$ cat config.mk
export PLATFORM = sky130hd
export DESIGN_NAME = tsc_controller
export DESIGN_NICKNAME = d
export VERILOG_FILES = /design/src/hw/rtl/tsc_pkg.sv /design/src/hw/rtl/tsc_controller.sv
export SDC_FILE = /design/constraint.sdc
export NUM_CORES = 1
export LEC_CHECK = 0
export BUFFER_PORTS_ARGS = -buffer_cell sky130_fd_sc_hd__buf_2
export CAP_MARGIN = 20
export CORE_MARGIN = 4
export CORE_UTILIZATION = 54
export DETAILED_ROUTE_END_ITERATION = 10
export GPL_TIMING_DRIVEN = 0
export PLACE_DENSITY_LB_ADDON = 0.12
export SETUP_SLACK_MARGIN = 0.3
export SLEW_MARGIN = 25
export SYNTH_ARGS = -nofsm -noshare
export SYNTH_HDL_FRONTEND = slang
export SYNTH_SLANG_ARGS = --single-unit
$ cat constraint.sdc
create_clock -name clk -period 4.1 [get_ports clk]
set_input_delay 0.205 -clock clk [delete_from_list [all_inputs] [get_ports clk]]
set_output_delay 0.205 -clock clk [all_outputs]
set_load 0.03 [all_outputs]
$ cat src/hw/rtl/tsc_pkg.sv
// tsc_pkg: shared widths, command/status structs and saturation helpers
// used by the trajectory smoothing corrector controller and datapath
// no dependencies
package tsc_pkg;

    localparam int HISTORY_DEPTH = 128;
    localparam int MAX_RADIUS    = 63;
    localparam int ADDR_W        = $clog2(HISTORY_DEPTH);
    localparam int RADIUS_W      = 6;
    localparam int STEP_W        = 19;
    localparam int PATH_W        = 40;
    localparam int SUM_W         = 48;
    localparam int OUT_W         = 24;
    localparam int CNT_W         = 7;
    localparam int LANES         = 3;
    localparam int DIV_STEPS     = SUM_W;
    localparam int DIV_CNT_W     = $clog2(DIV_STEPS);
    localparam int REM_W         = CNT_W + 1;
    localparam int RAM_W         = LANES * PATH_W;
    localparam logic [RADIUS_W-1:0] RADIUS_RESET = 6'd15;

    typedef struct packed {
        logic              load;
        logic [ADDR_W-1:0] wr_addr;
        logic              rd_en;
        logic [ADDR_W-1:0] rd_addr;
        logic              rd_sum;
        logic              rd_prev;
        logic              prev_clear;
        logic              acc_clear;
        logic              div_start;
        logic [CNT_W-1:0]  count;
        logic              out_load;
        logic              out_last;
        logic              seq_clear;
    } tsc_cmd_t;

    typedef struct packed {
        logic div_done;
        logic out_free;
    } tsc_status_t;

    function automatic logic signed [PATH_W-1:0] sat_path(input logic signed [PATH_W:0] v);
        logic signed [PATH_W:0] hi;
        logic signed [PATH_W:0] lo;
        hi = (PATH_W+1)'((65'sd1 <<< (PATH_W-1)) - 65'sd1);
        lo = -hi - (PATH_W+1)'(1);
        if (v > hi)
            return hi[PATH_W-1:0];
        else if (v < lo)
            return lo[PATH_W-1:0];
        else
            return v[PATH_W-1:0];
    endfunction

    function automatic logic signed [OUT_W-1:0] sat_out(input logic signed [SUM_W:0] v);
        logic signed [SUM_W:0] hi;
        logic signed [SUM_W:0] lo;
        hi = (SUM_W+1)'((65'sd1 <<< (OUT_W-1)) - 65'sd1);
        lo = -hi - (SUM_W+1)'(1);
        if (v > hi)
            return hi[OUT_W-1:0];
        else if (v < lo)
            return lo[OUT_W-1:0];
        else
            return v[OUT_W-1:0];
    endfunction

endpackage

$ cat src/hw/rtl/tsc_controller.sv
// tsc_controller: sequencer for window reads, division and result hand-off,
// plus history pointers and the radius register; depends on tsc_pkg
module tsc_controller
    import tsc_pkg::*;
(
    input  logic                clk,
    input  logic                rst_n,
    input  logic                cfg_we,
    input  logic [RADIUS_W-1:0] cfg_data,
    input  logic                in_valid,
    output logic                in_ready,
    input  logic                in_final,
    output tsc_cmd_t            cmd,
    input  tsc_status_t         status
);

    typedef enum logic [2:0] {
        ST_IDLE,
        ST_CHECK,
        ST_SUM,
        ST_PREV,
        ST_LAND,
        ST_DIV,
        ST_OUT
    } state_t;

    state_t              state_reg, state_next;
    logic [RADIUS_W-1:0] radius_reg;
    logic [ADDR_W-1:0]   wp_reg;
    logic [CNT_W-1:0]    pending_reg;
    logic [CNT_W-1:0]    emitted_reg;
    logic [ADDR_W-1:0]   rd_ptr_reg;
    logic [CNT_W-1:0]    remain_reg;
    logic [CNT_W-1:0]    count_reg;
    logic                final_reg;
    logic                due;
    logic [CNT_W-1:0]    back;
    logic [CNT_W-1:0]    ahead;
    logic [ADDR_W-1:0]   base;
    logic                accept;

    assign accept = in_valid && in_ready;
    assign base   = wp_reg - ADDR_W'(pending_reg);
    assign due    = (pending_reg > CNT_W'(radius_reg)) || (final_reg && pending_reg != '0);
    assign back   = (emitted_reg < CNT_W'(radius_reg)) ? emitted_reg : CNT_W'(radius_reg);
    assign ahead  = ((pending_reg - CNT_W'(1)) < CNT_W'(radius_reg))
                    ? pending_reg - CNT_W'(1) : CNT_W'(radius_reg);

    always_comb
    begin
        state_next     = state_reg;
        cmd            = '0;
        cmd.wr_addr    = wp_reg;
        cmd.rd_addr    = rd_ptr_reg;
        cmd.count      = count_reg;
        cmd.out_last   = final_reg && (pending_reg == CNT_W'(1));
        unique case (state_reg)
            ST_IDLE:
            begin
                if (accept)
                begin
                    cmd.load   = 1'b1;
                    state_next = ST_CHECK;
                end
            end
            ST_CHECK:
            begin
                if (due)
                begin
                    cmd.acc_clear = 1'b1;
                    state_next    = ST_SUM;
                end
                else
                begin
                    cmd.seq_clear = final_reg;
                    state_next    = ST_IDLE;
                end
            end
            ST_SUM:
            begin
                cmd.rd_en  = 1'b1;
                cmd.rd_sum = 1'b1;
                if (remain_reg == CNT_W'(1))
                    state_next = ST_PREV;
            end
            ST_PREV:
            begin
                cmd.rd_addr = base - ADDR_W'(1);
                if (emitted_reg != '0)
                begin
                    cmd.rd_en   = 1'b1;
                    cmd.rd_prev = 1'b1;
                end
                else
                begin
                    cmd.prev_clear = 1'b1;
                end
                state_next = ST_LAND;
            end
            ST_LAND:
            begin
                cmd.div_start = 1'b1;
                state_next    = ST_DIV;
            end
            ST_DIV:
            begin
                if (status.div_done)
                    state_next = ST_OUT;
            end
            ST_OUT:
            begin
                if (status.out_free)
                begin
                    cmd.out_load = 1'b1;
                    state_next   = ST_CHECK;
                end
            end
            default:
            begin
                state_next = ST_IDLE;
            end
        endcase
    end

    always_ff @(posedge clk or negedge rst_n)
    begin
        if (!rst_n)
        begin
            state_reg   <= ST_IDLE;
            radius_reg  <= RADIUS_RESET;
            wp_reg      <= '0;
            pending_reg <= '0;
            emitted_reg <= '0;
            rd_ptr_reg  <= '0;
            remain_reg  <= '0;
            count_reg   <= '0;
            final_reg   <= 1'b0;
            in_ready    <= 1'b1;
        end
        else
        begin
            state_reg <= state_next;
            in_ready  <= (state_next == ST_IDLE);
            if (cfg_we)
                radius_reg <= cfg_data;
            if (accept)
            begin
                wp_reg      <= wp_reg + ADDR_W'(1);
                pending_reg <= pending_reg + CNT_W'(1);
                final_reg   <= in_final;
            end
            if (state_reg == ST_CHECK)
            begin
                if (due)
                begin
                    rd_ptr_reg <= base - ADDR_W'(back);
                    remain_reg <= back + ahead + CNT_W'(1);
                    count_reg  <= back + ahead + CNT_W'(1);
                end
                else if (final_reg)
                begin
                    wp_reg      <= '0;
                    pending_reg <= '0;
                    emitted_reg <= '0;
                    final_reg   <= 1'b0;
                end
            end
            if (state_reg == ST_SUM)
            begin
                rd_ptr_reg <= rd_ptr_reg + ADDR_W'(1);
                remain_reg <= remain_reg - CNT_W'(1);
            end
            if (cmd.out_load)
            begin
                pending_reg <= pending_reg - CNT_W'(1);
                if (emitted_reg != {CNT_W{1'b1}})
                    emitted_reg <= emitted_reg + CNT_W'(1);
            end
        end
    end

endmodule

==> implementation parameters <==
Parameter                              Value

Outcome
  Result of the run ... finished clean

GRT
  Vias in the first global route ... 3648
  Pin count of the biggest net entering global routing ... 54
  GRT overflow ... 0
  Wire length of the first global-routing pass ... 17890 um
  Global-route usage over all layers ... 0.2292
  Initial antenna violation count ... 0

Placement
  Post-Place Cell Area ... 4601 um2
  Final weighted congestion in routability-driven placement ... 0.9064
  HPWL reported at the end of detailed placement ... 7819 um
  Worst slack at placement ... -0.1299 ns
  I/O Buffers ... 44

Final layout
  Commonest non-fill, non-tap cells in the layout ... 53 x sky130_fd_sc_hd__buf_2, 49 x sky130_fd_sc_hd__nand2_1, 46 x sky130_fd_sc_hd__dfrtp_1, 39 x sky130_fd_sc_hd__ha_1, 30 x sky130_fd_sc_hd__nor2_1
  Utilization after layout ... 0.6600
  Finished layout cell area ... 5074 um2
  Filler Cell Count ... 642
  Number of nets in the layout ... 605
  Leading cell type in the layout, fill and taps excluded ... sky130_fd_sc_hd__buf_2
  Share of final-layout standard cells stronger than drive strength 1 ... 0.2647
  Diodes inserted ... 0
  P&R area growth vs syn ... 19.69%

Synthesis
  Synthesized Nets ... 534
  Share of the yosys chip area belonging to registers ... 0.3143
  Async S/R FF share, synth ... 1.000
  Number of enable flip-flop cells after synthesis ... 0
  Main flop type after synthesis ... sky130_fd_sc_hd__dfrtp_1
  Syn Std Cell Area ... 4239 um2
  Synthesis warning total ... 0
  Count of unique library cells instantiated by Yosys ... between 60 and 70
  Avg Cell Area, Syn ... about 9 um2
  Yosys reg bits ... 53
  Number of cells produced by synthesis ... 472

Clock tree
  CTS Buffer Depth ... 2
  Clock latency reported for the late side of the worst-skew pair ... about 0.31 ns
  TritonCTS Sinks ... 53
  CTS tree ... done
  CTS buffer count ... 5
  H-tree depth ... 2
  Root buf cell ... sky130_fd_sc_hd__clkbuf_8
  Clock transition time at the flip-flop clock pins of the worst setup and hold paths ... 0.10 ns

STA
  Actual transition at the worst max-transition pin ... 0.6879 ns
  Maximum frequency from static timing analysis ... 0.2652 GHz
  Worst clock skew ... 0.006941 ns
  Setup violators final ... 0
  Headroom to the max-slew limit ... 0.5414
  Unrepaired setup endpoints after global routing ... yes
  Period minus WS final ... 3.770 ns
  Final hold violation count ... 0
  Max-slew violation total from the final report ... 0
  Final setup slack of the worst path ... about 0.33 ns
  Final clock period utilization by the worst path ... 0.9196

Detailed routing
  Drc violations ... 0
  Number of nets with antenna violations after detailed routing ... 0
  Detailed Routing Iterations Pass 1 ... 4
  Total routed wire length on the met1 layer ... 4823 um
  Detailed router's first-iteration violation count ... 116
  DR vias ... 3763
  Final wirelength ... approximately 11000 um
  Average wire per standard cell ... 16.85 um
  Routed wl met2 ... 5243 um
  Highest signal layer in the routed design ... met4
  Routed wire length on met3 ... 530 um
  Vias/cell ... 5.825

Floorplan
  Area of the placeable core ... 7687 um2
  Height of the die ... 96.60 um
  Top-level port count ... 45
  Die ar. ... 9332 um2
  DIE WIDTH ... 96.60 um
  Starting density of the core ... 0.5514
  Number of cell rows ... 32

Critical path
  Worst-path maximum fanout ... 8
  Type of origin of the critical path ... flip-flop
  WS Path Type ... flip-flop to flip-flop
  Data arrival time of the critical path ... 3.98 ns
  Category of the worst setup path capture point ... flip-flop
  Data required time at the worst endpoint ... 4.31 ns

Job
  # Max-Cap Violations ... 0

Min path
  Hold WC Path Type ... primary input to flip-flop
critical path: stages, from the launching register on:
cell                      delay, ns
sky130_fd_sc_hd__dfrtp_1       0.41
sky130_fd_sc_hd__buf_6         0.15
sky130_fd_sc_hd__or2_4         0.25
sky130_fd_sc_hd__nor4_4        0.19
sky130_fd_sc_hd__xnor2_2       0.16
sky130_fd_sc_hd__ha_1          0.25
sky130_fd_sc_hd__o21ai_1       0.09
sky130_fd_sc_hd__a21oi_2       0.06
sky130_fd_sc_hd__nor3_4        0.22
sky130_fd_sc_hd__buf_12        0.16
sky130_fd_sc_hd__mux2i_4       0.26
sky130_fd_sc_hd__ha_1          0.26
sky130_fd_sc_hd__nor2b_1       0.14
sky130_fd_sc_hd__o31a_1        0.25
sky130_fd_sc_hd__o21a_1        0.19
sky130_fd_sc_hd__o311a_1       0.33
sky130_fd_sc_hd__a221o_1       0.27
cell type report:
| cell class | instances | area [um2] | area share |
|---|---|---|---|
| Tap cell | 102 | 127.6 | 0.02515 |
| Multi-Input combinational cell | 372 | 2912 | 0.5739 |
| Clock buffer | 5 | 68.82 | 0.01356 |
| Timing Repair Buffer | 64 | 387.9 | 0.07645 |
| Inverter | 27 | 115.1 | 0.02269 |
| Clock inverter | 3 | 17.52 | 0.003453 |
| Buffer | 20 | 110.1 | 0.02170 |
| Sequential cell | 53 | 1335 | 0.2631 |
path summary, 6_finish.rpt:
| path | endpoint | from | depth (start not counted) | slack [ns] |
|---|---|---|---|---|
| max | remain_reg[5] | pending_reg[2] | 16 | 0.33 |
| min | radius_reg[5] | cfg_data[5] | 3 | 0.1 |
| max reg2reg | remain_reg[5] | pending_reg[2] | 16 | 0.33 |
| min reg2reg | count_reg[4] | count_reg[4] | 2 | 0.47 |
| max in group asynchronous | pending_reg[0] | rst_n | 2 | 3.12 |
| min in group asynchronous | count_reg[3] | rst_n | 2 | 0.47 |
cell usage after synthesis (7+ instances only):
master,n,area (um2)
sky130_fd_sc_hd__nand2_1,49,183.9
sky130_fd_sc_hd__dfrtp_1,48,1201
sky130_fd_sc_hd__ha_1,46,575.6
sky130_fd_sc_hd__o21ai_0,32,160.2
sky130_fd_sc_hd__nor2_1,30,112.6
sky130_fd_sc_hd__inv_1,25,93.84
sky130_fd_sc_hd__xnor2_1,23,201.4
sky130_fd_sc_hd__a21oi_1,22,110.1
sky130_fd_sc_hd__nand3_1,21,105.1
sky130_fd_sc_hd__nor3_1,13,65.06
sky130_fd_sc_hd__mux2_2,12,135.1
sky130_fd_sc_hd__buf_2,10,50.05
sky130_fd_sc_hd__mux2i_1,10,100.1
sky130_fd_sc_hd__xor2_1,10,87.58
sky130_fd_sc_hd__and3_1,8,50.05
sky130_fd_sc_hd__nand3b_1,7,52.55
cells by family after synthesis:
group                    Yosys count  share of synthesized area
adder cells (fa/ha/maj)           49                     0.1499
multiplexers                      22                    0.05549
XOR/XNOR                          33                    0.06818
buffers and inverters             47                    0.04988
AND/OR/NAND/NOR                  167                     0.2043
flip-flops                        53                     0.3143
AO/OA/AOI/OAI                    101                     0.1579
layer usage:
metal,up-vias,track usage
li1,1831,-
met1,1796,0.3046
met4,0,0.07451
met3,28,0.03965
met2,108,0.3795
met5,-,0
metrics by stage:
step | std cells | TNS, ns | hold slack [ns]
after floorplan | 472 | 0 | -0.09059
after global placement | 618 | -0.06472 | 0.4095
after detailed placement | 618 | -0.2705 | 0.2990
after CTS | 634 | 0 | 0.09110
after global routing | 646 | 0 | 0.1009
final | 646 | 0 | 0.09668
what timing repair did:
item,in CTS,in global routing
pin swaps,3,8
gates cloned,0,0
hold buffers,1,0
gates resized for setup,20,26
endpoints found under the setup margin,6,8
buffers inserted,7,12
hold endpoints to repair,48,0
Power is left out: the tool's default activity adds up to more than one toggle a clock period on the data nets, which glitch-free logic cannot reach.
